===== config.mk =====
export PLATFORM = sky130hd
export DESIGN_NAME = iir_df1_out_stage
export DESIGN_NICKNAME = d
export VERILOG_FILES = /design/src/sv/iir_direct_form_one_assert.svh /design/src/sv/iir_df1_pkg.sv /design/src/sv/iir_df1_out_stage.sv
export SDC_FILE = /design/constraint.sdc
export NUM_CORES = 1
export LEC_CHECK = 0
export BUFFER_PORTS_ARGS = -buffer_cell sky130_fd_sc_hd__buf_4
export CAP_MARGIN = 20
export CORE_MARGIN = 3
export CORE_UTILIZATION = 47
export DETAILED_ROUTE_END_ITERATION = 8
export PLACE_DENSITY_LB_ADDON = 0.05
export REMOVE_ABC_BUFFERS = 1
export SYNTH_ARGS = -nofsm -noshare
export SYNTH_HDL_FRONTEND = slang
export SYNTH_SLANG_ARGS = --single-unit

===== constraint.sdc =====
create_clock -name clk_i -period 8.75 [get_ports clk_i]
set_input_delay 1.75 -clock clk_i [delete_from_list [all_inputs] [get_ports clk_i]]
set_output_delay 1.75 -clock clk_i [all_outputs]
set_load 0.1 [all_outputs]

===== src/sv/iir_direct_form_one_assert.svh =====
// Assertion macros used by the filter top level.
`ifndef IIR_DIRECT_FORM_ONE_ASSERT_SVH
`define IIR_DIRECT_FORM_ONE_ASSERT_SVH

`ifndef ASSERT_OFF

// clocked check, held off while reset is active
`define IIR_ASSERT(lbl, prop, msg) \
  lbl: assert property (@(posedge clk_i) disable iff (!rst_ni) prop) else $error(msg);

// clocked check that also holds during reset
`define IIR_ASSERT_ALWAYS(lbl, prop, msg) \
  lbl: assert property (@(posedge clk_i) prop) else $error(msg);

`else

`define IIR_ASSERT(lbl, prop, msg)
`define IIR_ASSERT_ALWAYS(lbl, prop, msg)

`endif

`endif


===== src/sv/iir_df1_pkg.sv =====
// Types, widths and register codes for the direct form I filter.
package iir_df1_pkg;

  localparam int unsigned SampleWidth = 16;
  localparam int unsigned CoefWidth   = 18;
  localparam int unsigned CoefFrac    = 14;
  localparam int unsigned NumTaps     = 3;
  localparam int unsigned OrderWidth  = 2;
  localparam int unsigned NumRegs     = 8;
  localparam int unsigned RegIdxWidth = $clog2(NumRegs);

  // one product, one tap term (b*x - a*y), the full sum of 2*NumTaps+1 products
  localparam int unsigned ProdWidth  = SampleWidth + CoefWidth;
  localparam int unsigned TermWidth  = ProdWidth + 1;
  localparam int unsigned AccWidth   = ProdWidth + $clog2(2 * NumTaps + 1);
  localparam int unsigned RoundWidth = AccWidth - CoefFrac;

  typedef logic signed [SampleWidth-1:0] sample_t;
  typedef logic signed [CoefWidth-1:0]   coef_t;
  typedef logic signed [ProdWidth-1:0]   prod_t;
  typedef logic signed [TermWidth-1:0]   term_t;
  typedef logic signed [AccWidth-1:0]    acc_t;
  typedef logic signed [RoundWidth-1:0]  round_t;
  typedef logic [OrderWidth-1:0]         order_t;

  localparam coef_t   CoefOne   = coef_t'(2 ** CoefFrac);
  localparam acc_t    RoundHalf = acc_t'(2 ** (CoefFrac - 1));
  localparam sample_t SampleMax = {1'b0, {(SampleWidth - 1){1'b1}}};
  localparam sample_t SampleMin = {1'b1, {(SampleWidth - 1){1'b0}}};

  // configuration register index
  typedef enum logic [RegIdxWidth-1:0] {
    RegOrder = 3'd0,
    RegB0    = 3'd1,
    RegB1    = 3'd2,
    RegB2    = 3'd3,
    RegB3    = 3'd4,
    RegA1    = 3'd5,
    RegA2    = 3'd6,
    RegA3    = 3'd7
  } reg_idx_e;

  // coefficient write into one tap cell
  typedef struct packed {
    logic  b_we;
    logic  a_we;
    coef_t data;
  } coef_wr_t;

endpackage


===== src/sv/iir_df1_out_stage.sv =====
// Rounding, saturation and the output register.
module iir_df1_out_stage (
  input  logic                 clk_i,
  input  logic                 rst_ni,
  input  iir_df1_pkg::acc_t    acc_i,
  input  logic                 load_i,
  input  logic                 ready_i,
  output iir_df1_pkg::sample_t y_o,
  output logic                 valid_o,
  output iir_df1_pkg::sample_t sample_o,
  output logic                 sat_o
);
  import iir_df1_pkg::*;

  acc_t    acc_rnd;
  round_t  y_wide;
  logic    over, under;
  logic    valid_d, valid_q;
  sample_t sample_q;
  logic    sat_q;

  // round half up, floor by dropping the fraction bits
  assign acc_rnd = acc_i + RoundHalf;
  assign y_wide  = acc_rnd[AccWidth-1:CoefFrac];

  // clip to the sample range
  assign over  = y_wide > round_t'(SampleMax);
  assign under = y_wide < round_t'(SampleMin);
  assign y_o   = over  ? SampleMax :
                 under ? SampleMin : y_wide[SampleWidth-1:0];

  // output word register
  always_comb begin
    valid_d = valid_q;
    if (load_i) begin
      valid_d = 1'b1;
    end else if (ready_i) begin
      valid_d = 1'b0;
    end
  end

  always_ff @(posedge clk_i or negedge rst_ni) begin
    if (!rst_ni) begin
      valid_q <= 1'b0;
    end else begin
      valid_q <= valid_d;
    end
  end

  always_ff @(posedge clk_i) begin
    if (load_i) begin
      sample_q <= y_o;
      sat_q    <= over | under;
    end
  end

  assign valid_o  = valid_q;
  assign sample_o = sample_q;
  assign sat_o    = sat_q;

endmodule


Word level (Yosys, flattened, before mapping)
Cells that the tools add are included.
- register bits: 18
- latch bits: 0
- RAM bits: 0
- memory bits (read-only): 0
- bits of input ports: 41
- output and inout bits: 34
- word-level logic and storage cells: 12
- memories kept: 0
- $add $sub $neg: 1
- multiply operators: 0
- divide/modulo/power cells: 0
- $lt $le $gt $ge: 2
- equal/unequal tests: 0
- shift operators: 0
- mux-type cells: 4
- bitwise logic cells: 1
- reductions and logical operators: 1
- operators by type and width (kind ; count):
    37-bit by 15-bit adder with 37-bit output (second input constant) ; 1
    16-bit two-way mux ; 2
    23-bit by 16-bit > comparator with 1-bit output (second input constant) ; 1
    23-bit by 16-bit less-than comparator with 1-bit output (second input constant) ; 1
    1-bit two-way mux ; 2
    2-bit nonzero test ; 1
    1-bit bitwise OR ; 1

Longest topological paths before layout
- word-level depth: 4
- mapped depth: 8
- gate-level depth less buffers: 7

Worst setup path after synthesis
OpenSTA, ideal clock, no wires.
- path kind: input to output
- from: input acc_i[30]
- to: output y_o[0]
- arrival time: 6063 ps
- required time: 7000 ps
- setup slack: 937 ps
- stages on the path: 7
- path buffers: 1
- cells stage by stage: clkbuf_1 > nand2_1 > nor3_1 > nand3_1 > xor2_1 > clkinv_1 > o21ai_0
- longest elaborated chain between the ends: 4
- elaborated cells on any way between the ends: 5
- those cells by class: add/sub: 1; order compare: 2; mux: 2
- ends and longest elaborated chain (element ; line ; text):
    start, declared ; iir_df1_out_stage.sv:5 ; input iir_df1_pkg::acc_t acc_i,
    37-bit by 15-bit adder with 37-bit output (*) ; iir_df1_out_stage.sv:23 ; assign acc_rnd = acc_i + RoundHalf;
    23-bit by 16-bit less-than comparator with 1-bit output ; iir_df1_out_stage.sv:28 ; assign under = y_wide < round_t'(SampleMin);
    16-bit two-way mux ; iir_df1_out_stage.sv:30 ; under ? SampleMin : y_wide[SampleWidth-1:0];
    16-bit two-way mux (*) ; iir_df1_out_stage.sv:29 ; assign y_o = over ? SampleMax :
    end, declared ; iir_df1_out_stage.sv:8 ; output iir_df1_pkg::sample_t y_o,
Mark *: on every way between the ends. The rest lies on a longest branch, timed or not.

Worst setup path in the final report
- from: input acc_i[15]
- to: output y_o[13]
The elaborated chain is that of the path after synthesis.

==> impl_metrics.yaml <==
logic_synthesis:
  yosysSeqAreaShare: 0.402
  synth_cells: 144
  synth-seq-cells: 18
  synth_ff_type: "edfxtp_1"
  avgSynthCellArea_um2: 9.26
  yosysTopAreaCell: "edfxtp_1"
  synth_top_cell_area_share: 0.383
  yosys-top-cells-area: "edfxtp_1 38%, xor2_1 6.6%, o21ai_0 6.0%, a211oi_1 3.9%, nor3_1 3.8%"
  synth_warnings: 0
  synth_cell_type_count: 37
  async_reset_ff_frac: 0.0556
  synth_edf_count: 17
  syn_area_um2: 1330
sta:
  setup_tns_ns: 0
  rsz0062_at_grt: "no"
  min_period_ns: 6.03
  fin_crit_sh: 0.689
  finalMaxSlewViolations: 0
  fmax_mhz: 166
  tightest_slew_ns: 0.826
  finalHoldViolCount: 0
  timing.slew.headroom: 0.449
  fin_skew_ns: 0
  finalSetupViolCount: 0
die:
  die_w_um: 59.3
  pin_count: 75
  initial_core_util: 0.515
  design.core.area_um2: 2590
  die-area_um2: 3510
  die_h_um: 59.3
  num_rows: 18
route:
  drt_pass1_iterations: 4
  vias: 1409
  vias_per_cell: 5.95
  ant_nets: 0
  drt-total-wl_um: 3710
  drt_iter0_drc: 56
  avgRoutedWirePerCell_um: 15.7
  drc: 0
global_routing:
  first_global_vias: 1318
  grt-busiest-layer: "met2"
  use_met1: 0.281
  met2_usage: 0.385
  grt_use_total: 0.221
  grt-ovfl-total: 0
  grt_start_max_net_pins: 19
  antenna_found_initial: 0
  met3_usage: 0.0327
  grt_pass1_wl_um: 5950
cts:
  clk_path_buf_depth: 2
  clk_pin_slew_worst_paths_ns: 0.11
  cts.sinks: 18
  root_buffer: "clkbuf_4"
  cts_buffers: 3
  cts_htree_levels: 1
  clock_latency_ns: 0.29
  hold_buffers: 0
  cts_setup_buffers: 0
  ctsResizeCount: 0
  cts_tree: "built"
cells_and_area:
  drive_gt1_frac: 0.357
  final_common_cell: "buf_4"
  layout_common_cells: "62 x buf_4, 17 x edfxtp_1, 16 x o21ai_0, 12 x nor2_1"
  area_growth_pct: 37.9
  diodes: 0
  nFillCells: 212
  final_nets: 250
critical_path:
  rr_startpoint: "valid_o"
  endpoint: "y_o[13]"
  required_ns: 7.00
  endpoint_kind: "primary output"
  arrival_ns: 4.28
  startpoint: "acc_i[15]"
  worstPathMaxFanout: 9
  start_kind: "input port"
  r2r-end: "valid_o"
  reg2reg_slack_ns: 8.08
  ff2ff_path_depth: 1
  crit_type: "input port to primary output"
min_path:
  hp-start: "valid_o"
  hold_class: "flop to flop"
power:
  seqPwrFrac: 0.361
  internal_power_uw: 149
  finalPower_uw: 288
  combPwrFrac: 0.479
  p_per_area_nw_per_um2: 157
  p_sw_frac: 0.483
  switching_power_uw: 139
  ir_drop_mv: 0.164
  leakage_uw: 0.000758
  p_clk_frac: 0.160
place:
  gp_congestion: 0.908
  post-dp-hpwl_um: 2830
  io_buffers: 61
status:
  status: "complete, no violations"
job:
  drv_cap: 0
-- worst min-delay path by stage --
stage                   end  cells past startpoint
floorplan           valid_o                      1
global placement    valid_o                      1
detailed placement  valid_o                      1
CTS                 valid_o                      1
global route        valid_o                      1
finish              valid_o                      1
-- worst max-delay path: stages --
cell	delay (ns)
buf_4	0.11
nand4_1	0.32
nor3_2	0.49
a31oi_1	0.15
o22ai_1	0.66
a21oi_4	0.13
o21ai_0	0.32
buf_4	0.35
-- sequential cells by signal (all words and copies together), names as in the netlist --
signal and cells:
valid_o 1, sample_o 16, sat_o 1
-- cell usage after synthesis (all sizes together) (5+ instances only) --
master and number:
a211oi 7, a21oi 9, edfxtp 17, inv 5, nand2 7, nand3 10
nand4 8, nor2 12, nor3 11, o21ai 16, xnor2 5, xor2 10
-- cells by family (layout without fill, tap and decap cells) --
| kind of cell | Yosys count | count (layout) | synth area share |
|---|---|---|---|
| AND/OR/NAND/NOR | 61 | 61 | 0.263 |
| XOR/XNOR | 15 | 15 | 0.0985 |
| adder cells (fa/ha/maj) | 1 | 1 | 0.00938 |
| buffers and inverters | 9 | 72 | 0.0347 |
| AO/OA/AOI/OAI | 39 | 39 | 0.186 |
| multiplexers | 1 | 1 | 0.00750 |
| flip-flops | 18 | 18 | 0.401 |
-- power groups by stage --
stage	Combinational, uW	Sequential, uW	Clock, uW
floorplan	49.7	157	0
global placement	137	106	0
detailed placement	138	106	0
CTS	138	104	47.1
global route	144	105	50.0
finish	138	104	46.0
-- cell type report --
class / instances / area [um2] / share of cell area
Tap cell: 30 / 37.5 / 0.0204
Inverter: 6 / 22.5 / 0.0122
Multi-Input combinational cell: 117 / 752 / 0.409
Timing Repair Buffer: 62 / 465 / 0.253
Clock buffer: 4 / 26.3 / 0.0143
Sequential cell: 18 / 536 / 0.291
-- routing by layer --
metal	wire, um	part of all wire
met5	0	0
met4	42	0.011
met3	316	0.085
met2	1820	0.49
met1	1530	0.41
-- per-stage QoR --
step                      worst slack, ns  instances   util  hold WS (ns)  instance area, um2
after global placement               2.86        233  0.700         0.466                1810
final                                2.72        237  0.710         0.507                1840
after global routing                 2.47        237  0.710         0.525                1840
after floorplan                     0.512        141      -          1.06                1310
after CTS                            2.77        237  0.710         0.512                1840
after detailed placement             2.78        233  0.700         0.487                1810
Note: power is estimated with default switching activity, not from simulation.
