--- config.mk ---
export PLATFORM = sky130hd
export DESIGN_NAME = iir_df1_tap_cell
export DESIGN_NICKNAME = d
export VERILOG_FILES = /design/src/sv/iir_direct_form_one_assert.svh /design/src/sv/iir_df1_pkg.sv /design/src/sv/iir_df1_tap_cell.sv
export SDC_FILE = /design/constraint.sdc
export NUM_CORES = 2
export LEC_CHECK = 0
export BUFFER_PORTS_ARGS = -buffer_cell sky130_fd_sc_hd__buf_2
export CAP_MARGIN = 20
export CORE_ASPECT_RATIO = 0.5
export CORE_UTILIZATION = 50
export DETAILED_ROUTE_END_ITERATION = 10
export GPL_TIMING_DRIVEN = 0
export HOLD_SLACK_MARGIN = 0.12
export PLACE_DENSITY = 0.67
export RECOVER_POWER = 25
export SETUP_SLACK_MARGIN = 0.4
export SLEW_MARGIN = 15
export SYNTH_ARGS = -nofsm -noshare
export SYNTH_HDL_FRONTEND = slang
export SYNTH_SLANG_ARGS = --single-unit
--- constraint.sdc ---
create_clock -name clk_i -period 23 [get_ports clk_i]
set_input_delay 1.15 -clock clk_i [delete_from_list [all_inputs] [get_ports clk_i]]
set_output_delay 1.15 -clock clk_i [all_outputs]
set_load 0.05 [all_outputs]
--- src/sv/iir_direct_form_one_assert.svh ---
// Assertion macros used by the filter top level.
`ifndef IIR_DIRECT_FORM_ONE_ASSERT_SVH
`define IIR_DIRECT_FORM_ONE_ASSERT_SVH

`ifndef ASSERT_OFF

// clocked check, held off while reset is active
`define IIR_ASSERT(lbl, prop, msg) \
  lbl: assert property (@(posedge clk_i) disable iff (!rst_ni) prop) else $error(msg);

// clocked check that also holds during reset
`define IIR_ASSERT_ALWAYS(lbl, prop, msg) \
  lbl: assert property (@(posedge clk_i) prop) else $error(msg);

`else

`define IIR_ASSERT(lbl, prop, msg)
`define IIR_ASSERT_ALWAYS(lbl, prop, msg)

`endif

`endif

--- src/sv/iir_df1_pkg.sv ---
// Types, widths and register codes for the direct form I filter.
package iir_df1_pkg;

  localparam int unsigned SampleWidth = 16;
  localparam int unsigned CoefWidth   = 18;
  localparam int unsigned CoefFrac    = 14;
  localparam int unsigned NumTaps     = 3;
  localparam int unsigned OrderWidth  = 2;
  localparam int unsigned NumRegs     = 8;
  localparam int unsigned RegIdxWidth = $clog2(NumRegs);

  // one product, one tap term (b*x - a*y), the full sum of 2*NumTaps+1 products
  localparam int unsigned ProdWidth  = SampleWidth + CoefWidth;
  localparam int unsigned TermWidth  = ProdWidth + 1;
  localparam int unsigned AccWidth   = ProdWidth + $clog2(2 * NumTaps + 1);
  localparam int unsigned RoundWidth = AccWidth - CoefFrac;

  typedef logic signed [SampleWidth-1:0] sample_t;
  typedef logic signed [CoefWidth-1:0]   coef_t;
  typedef logic signed [ProdWidth-1:0]   prod_t;
  typedef logic signed [TermWidth-1:0]   term_t;
  typedef logic signed [AccWidth-1:0]    acc_t;
  typedef logic signed [RoundWidth-1:0]  round_t;
  typedef logic [OrderWidth-1:0]         order_t;

  localparam coef_t   CoefOne   = coef_t'(2 ** CoefFrac);
  localparam acc_t    RoundHalf = acc_t'(2 ** (CoefFrac - 1));
  localparam sample_t SampleMax = {1'b0, {(SampleWidth - 1){1'b1}}};
  localparam sample_t SampleMin = {1'b1, {(SampleWidth - 1){1'b0}}};

  // configuration register index
  typedef enum logic [RegIdxWidth-1:0] {
    RegOrder = 3'd0,
    RegB0    = 3'd1,
    RegB1    = 3'd2,
    RegB2    = 3'd3,
    RegB3    = 3'd4,
    RegA1    = 3'd5,
    RegA2    = 3'd6,
    RegA3    = 3'd7
  } reg_idx_e;

  // coefficient write into one tap cell
  typedef struct packed {
    logic  b_we;
    logic  a_we;
    coef_t data;
  } coef_wr_t;

endpackage

--- src/sv/iir_df1_tap_cell.sv ---
// One lag of the filter: coefficient pair, input/output history and tap term.
module iir_df1_tap_cell (
  input  logic                  clk_i,
  input  logic                  rst_ni,
  input  logic                  shift_i,
  input  logic                  en_i,
  input  iir_df1_pkg::coef_wr_t coef_wr_i,
  input  iir_df1_pkg::sample_t  x_i,
  input  iir_df1_pkg::sample_t  y_i,
  output iir_df1_pkg::sample_t  x_o,
  output iir_df1_pkg::sample_t  y_o,
  output iir_df1_pkg::term_t    term_o
);
  import iir_df1_pkg::*;

  coef_t   b_q, a_q;
  sample_t x_q, y_q;
  prod_t   bx, ay;

  // coefficient pair
  always_ff @(posedge clk_i or negedge rst_ni) begin
    if (!rst_ni) begin
      b_q <= '0;
      a_q <= '0;
    end else begin
      if (coef_wr_i.b_we) begin
        b_q <= coef_wr_i.data;
      end
      if (coef_wr_i.a_we) begin
        a_q <= coef_wr_i.data;
      end
    end
  end

  // history words move one cell down on every accepted sample
  always_ff @(posedge clk_i or negedge rst_ni) begin
    if (!rst_ni) begin
      x_q <= '0;
      y_q <= '0;
    end else if (shift_i) begin
      x_q <= x_i;
      y_q <= y_i;
    end
  end

  assign x_o = x_q;
  assign y_o = y_q;

  // b*x[n-k] - a*y[n-k], zero when the lag is beyond the order
  assign bx     = prod_t'(b_q) * prod_t'(x_q);
  assign ay     = prod_t'(a_q) * prod_t'(y_q);
  assign term_o = en_i ? (term_t'(bx) - term_t'(ay)) : '0;

endmodule

* After elaboration in Yosys (flattened, before gate mapping)
Cells that the tools add are included.
** Cells by class
- Add/subtract/negate cells :: 1
- Multipliers :: 2
- Divide/modulo/power cells :: 0
- Order comparisons :: 0
- Eq/ne operators :: 0
- Shift operators :: 0
- Mux-type cells :: 1
- Bitwise logic cells :: 0
- Reduce and logical (&&, ||, !) cells :: 0
** Operator list (number)
- 18-bit by 16-bit multiplier with 34-bit output :: 2
- 35-bit two-way mux :: 1
- 34-bit by 34-bit subtractor with 35-bit output :: 1
** Storage, ports and cells
- Register bits :: 68
- Bits in latches :: 0
- RAM bits :: 0
- Bits in read-only memories :: 0
- Output and inout bits :: 67
- Memories kept :: 0

* Depth between registers and ports, before layout
- Depth after elaboration :: 3
- Depth in mapped cells :: 28

* Least setup slack after synthesis
OpenSTA, ideal clock, no wires.
- Path kind :: reg-to-output
- Start :: register y_q[0] (netlist: y_o[0])
- End :: output term_o[28]
- Arrival time :: 8.182 ns
- Setup slack :: 13.668 ns
- Stages on the path, launching flop included :: 25
- Buffers on the path :: 1
- Path through :: dfrtp_1 -> clkbuf_1 -> nand2_1 -> inv_1 -> fa_1 -> inv_1 -> fa_1 -> inv_1 -> fa_1 -> inv_1 -> fa_1 -> fa_1 -> fa_1 -> fa_1 -> inv_1 -> fa_1 -> inv_1 -> ha_1 -> and4_4 -> and2_1 -> a221oi_1 -> o2111ai_2 -> nand3_2 -> a21oi_1 -> o31ai_1
** On the way
- Word-level cells in the longest chain between the ends :: 3
** Ends and longest elaborated chain
- from (decl) :: line iir_df1_tap_cell.sv:17 : sample_t x_q, y_q;
- from (signal assigned) :: line iir_df1_tap_cell.sv:42 : y_q <= y_i;
- 18-bit by 16-bit multiplier with 34-bit output :: line iir_df1_tap_cell.sv:51 : assign ay = prod_t'(a_q) * prod_t'(y_q);
- 34-bit by 34-bit subtractor with 35-bit output :: line iir_df1_tap_cell.sv:52 : assign term_o = en_i ? (term_t'(bx) - term_t'(ay)) : '0;
- 35-bit two-way mux :: line iir_df1_tap_cell.sv:52
- to (decl) :: line iir_df1_tap_cell.sv:12 : output iir_df1_pkg::term_t term_o
Every way passes these cells.

* Final worst setup path
- Start :: register y_q[2] (netlist: y_o[2])
- End :: output term_o[33]
The elaborated chain is that of the path after synthesis.

==> flow_summary_export.csv <==
group,metric,value,unit
clock_tree,numCtsBuffers,9,
floorplanning,die-area,51500,µm²
synth,synth_top_area_share,51.4,%
clock_tree,clk_path_buf_depth,2,
hold_path,worstHoldPathType,"flop to flop",
synth,ys_types,53,
grt,grt_max_degree,38,
floorplanning,start_util,51.3,%
synth,synthTopCellsByArea,"fa_1 51%, inv_1 11%, ha_1 8.3%",
synth,synthCells,2614,
worst_setup_path,startpoint_type,"flop",
clock_tree,clockRootBuffer,"clkbuf_16",
route,drt-initial-drc-count,1365,
clock_tree,hold_buffers,0,
sta,finalHoldViolations,0,
synth,syn_nets,3486,
floorplanning,fp.dieH,161,µm
sta,relSlewSlack,-69.5,%
synth,synth_warnings,0,
synth,synthTopCellsByCount,"740 x inv_1, 649 x fa_1, 304 x and2_1",
worst_setup_path,endpoint_kind,"primary output",
synth,synth-main-ff-cell,"dfrtp_1",
place,place_congestion,1.01,
floorplanning,placementRows,57,
route,wl,66500,µm
route,wl_per_cell,19.5,µm
sta,grt_setup_unrepaired,"false",
worst_setup_path,cp_slowest_cell,"fa_1",
sta,fmaxAchievable,0.0910,GHz
layout,syn_to_final_growth,6.74,%
worst_setup_path,cp_common_cell,"fa_1",
layout,final_cells,3403,
sta,fin_crit_sh,47.8,%
grt,grt_usage,27.8,%
run_status,outcome,"finished, violations left",
run_status,violations,"capacitance limit, slew limit",
clock_tree,cts_setup_buffers,0,
synth,async_reset_ff_share,100,%
grt,antenna_found_initial,0,
layout,fin_nets,3618,
synth,yosysMostFrequentCell,"inv_1",
worst_setup_path,critical_path_buf_inv_count,7,
synth,synth_largest_area_cell,"fa_1",
route,viasPerCell,5.21,
sta,hold_slack,0.687,ns
clock_tree,postCtsResizedCells,0,
place,dp_hpwl,58000,µm
clock_tree,htreeDepth,3,
route,firstDrtPassIters,5,
clock_tree,clkSinkCount,68,
worst_setup_path,worstPathRequired,21.85,ns
route,drc,0,
floorplanning,fp.dieW,320,µm
place,place_inst,3383,
sta,period_needed,10.99,ns
worst_setup_path,crit_family,"adder cells",
sta,finalMaxSlewViolations,71,
floorplanning,floorplan.core_area,49200,µm²
place,port_buffers,119,
grt,grt_pass1_vias,18800,
layout,fillCellCount,4431,
synth,ys_seq_area_share,6.73,%
worst_setup_path,cp_max_fo,10,
synth,avgSynthCellArea,9.67,µm²
synth,synth-edff-count,0,
run,drv_cap,2,
synth,syn-cell-area,25300,µm²
route,drt.antenna.violating_nets,0,
sta,tns,0,ns
clock_tree,path_clk_slew,0.06,ns
sta,worstMarginPinSlew,2.54,ns
synth,ys_seq_elements,68,
worst_setup_path,crit_type,"flop to primary output",
worst_setup_path,max_stage_delay,0.70,ns
layout,drive_gt1_share,8.11,%
sta,finClkSkew,0,ns
route,vias,17700,
grt,grt-ovfl-total,0,
floorplanning,io_pins,123,
worst_setup_path,arrival,9.84,ns
grt,grt_pass1_wl,106000,µm
clock_tree,clock_latency,0.36,ns
sta,setup_viol_count_final,0,
clock_tree,cts_tree,"yes",
==> state kept, by name (all words and copies together) (netlist names) <==
name  count
b_q      18
x_o      16
y_o      16
a_q      18
==> per-stage QoR <==
step / instance area [µm²] / setup slack (ns) / util [%]
final: 27000 / 12.01 / 54.8
after global routing: 27000 / 11.61 / 54.8
after CTS: 27000 / 12.23 / 54.8
after detailed placement: 26700 / 12.66 / 54.3
after global placement: 26700 / 12.72 / 54.2
after floorplan: 25300 / 13.67 / -
==> metal layers <==
layer | track usage, % | wire (µm)
met3 | 6.82 | 6240
met1 | 36.6 | 26300
met5 | 0.648 | 0
met2 | 44.6 | 30900
met4 | 11.0 | 3100
==> final cells by class <==
type	count	area, µm²	area share (%)
multi-input cells	1703	20400	75.6
repair buffers	121	613	2.27
plain buffers	103	412	1.53
diodes	4	10.0	0.0371
clock buffers	9	225	0.835
clock inverters	6	42.5	0.158
well taps	649	812	3.01
flip-flops and latches	68	1700	6.31
inverters	740	2780	10.3
==> worst register-to-register path: stages (launching register included) <==
cell and delay (ns):
dfrtp_1 0.34, clkbuf_1 0.67, mux2_2 0.30
==> kinds of logic after synthesis <==
logic type	Yosys count	synth area share, %
DFF	68	6.73
AOI/OAI and AO/OA	93	2.46
and+or+nand+nor	680	13.9
adders and majority gates	816	59.7
xor gates and xnor gates	43	1.49
muxes	71	3.14
buffers and inverters	843	12.6
==> layout by cell type, fill, tap and decap left out, types with 4 or more instances in the layout <==
master / count
inv_1: 740
fa_1: 649
and2_1: 304
nand2_1: 271
ha_1: 167
buf_2: 119
clkbuf_1: 93
dfrtp_1: 68
mux2_2: 66
nor2_1: 32
a21oi_1: 29
xnor2_1: 29
o21ai_0: 22
nand2b_1: 21
nor2b_1: 18
xor2_1: 14
clkbuf_16: 9
nand4_1: 6
nand3_1: 6
nor3_1: 6
buf_1: 5
and3_1: 5
a21o_1: 5
mux2i_1: 5
diode_2: 4
a31oi_1: 4
a211oi_1: 4
==> worst paths after layout <==
path,from,endpoint,slack (ns),depth (start not counted)
worst max-delay path,y_o[2],term_o[33],12.01,25
max in group asynchronous,rst_ni,y_o[10],18.28,2
worst min-delay path,a_q[17],a_q[17],0.69,2
worst max register to register,y_o[0],y_o[0],21.63,2
worst min register to register,a_q[17],a_q[17],0.69,2
min in group asynchronous,rst_ni,x_o[11],1.41,1
Power is left out: the tool's default activity adds up to more than one toggle a clock period on the data nets, which glitch-free logic cannot reach.
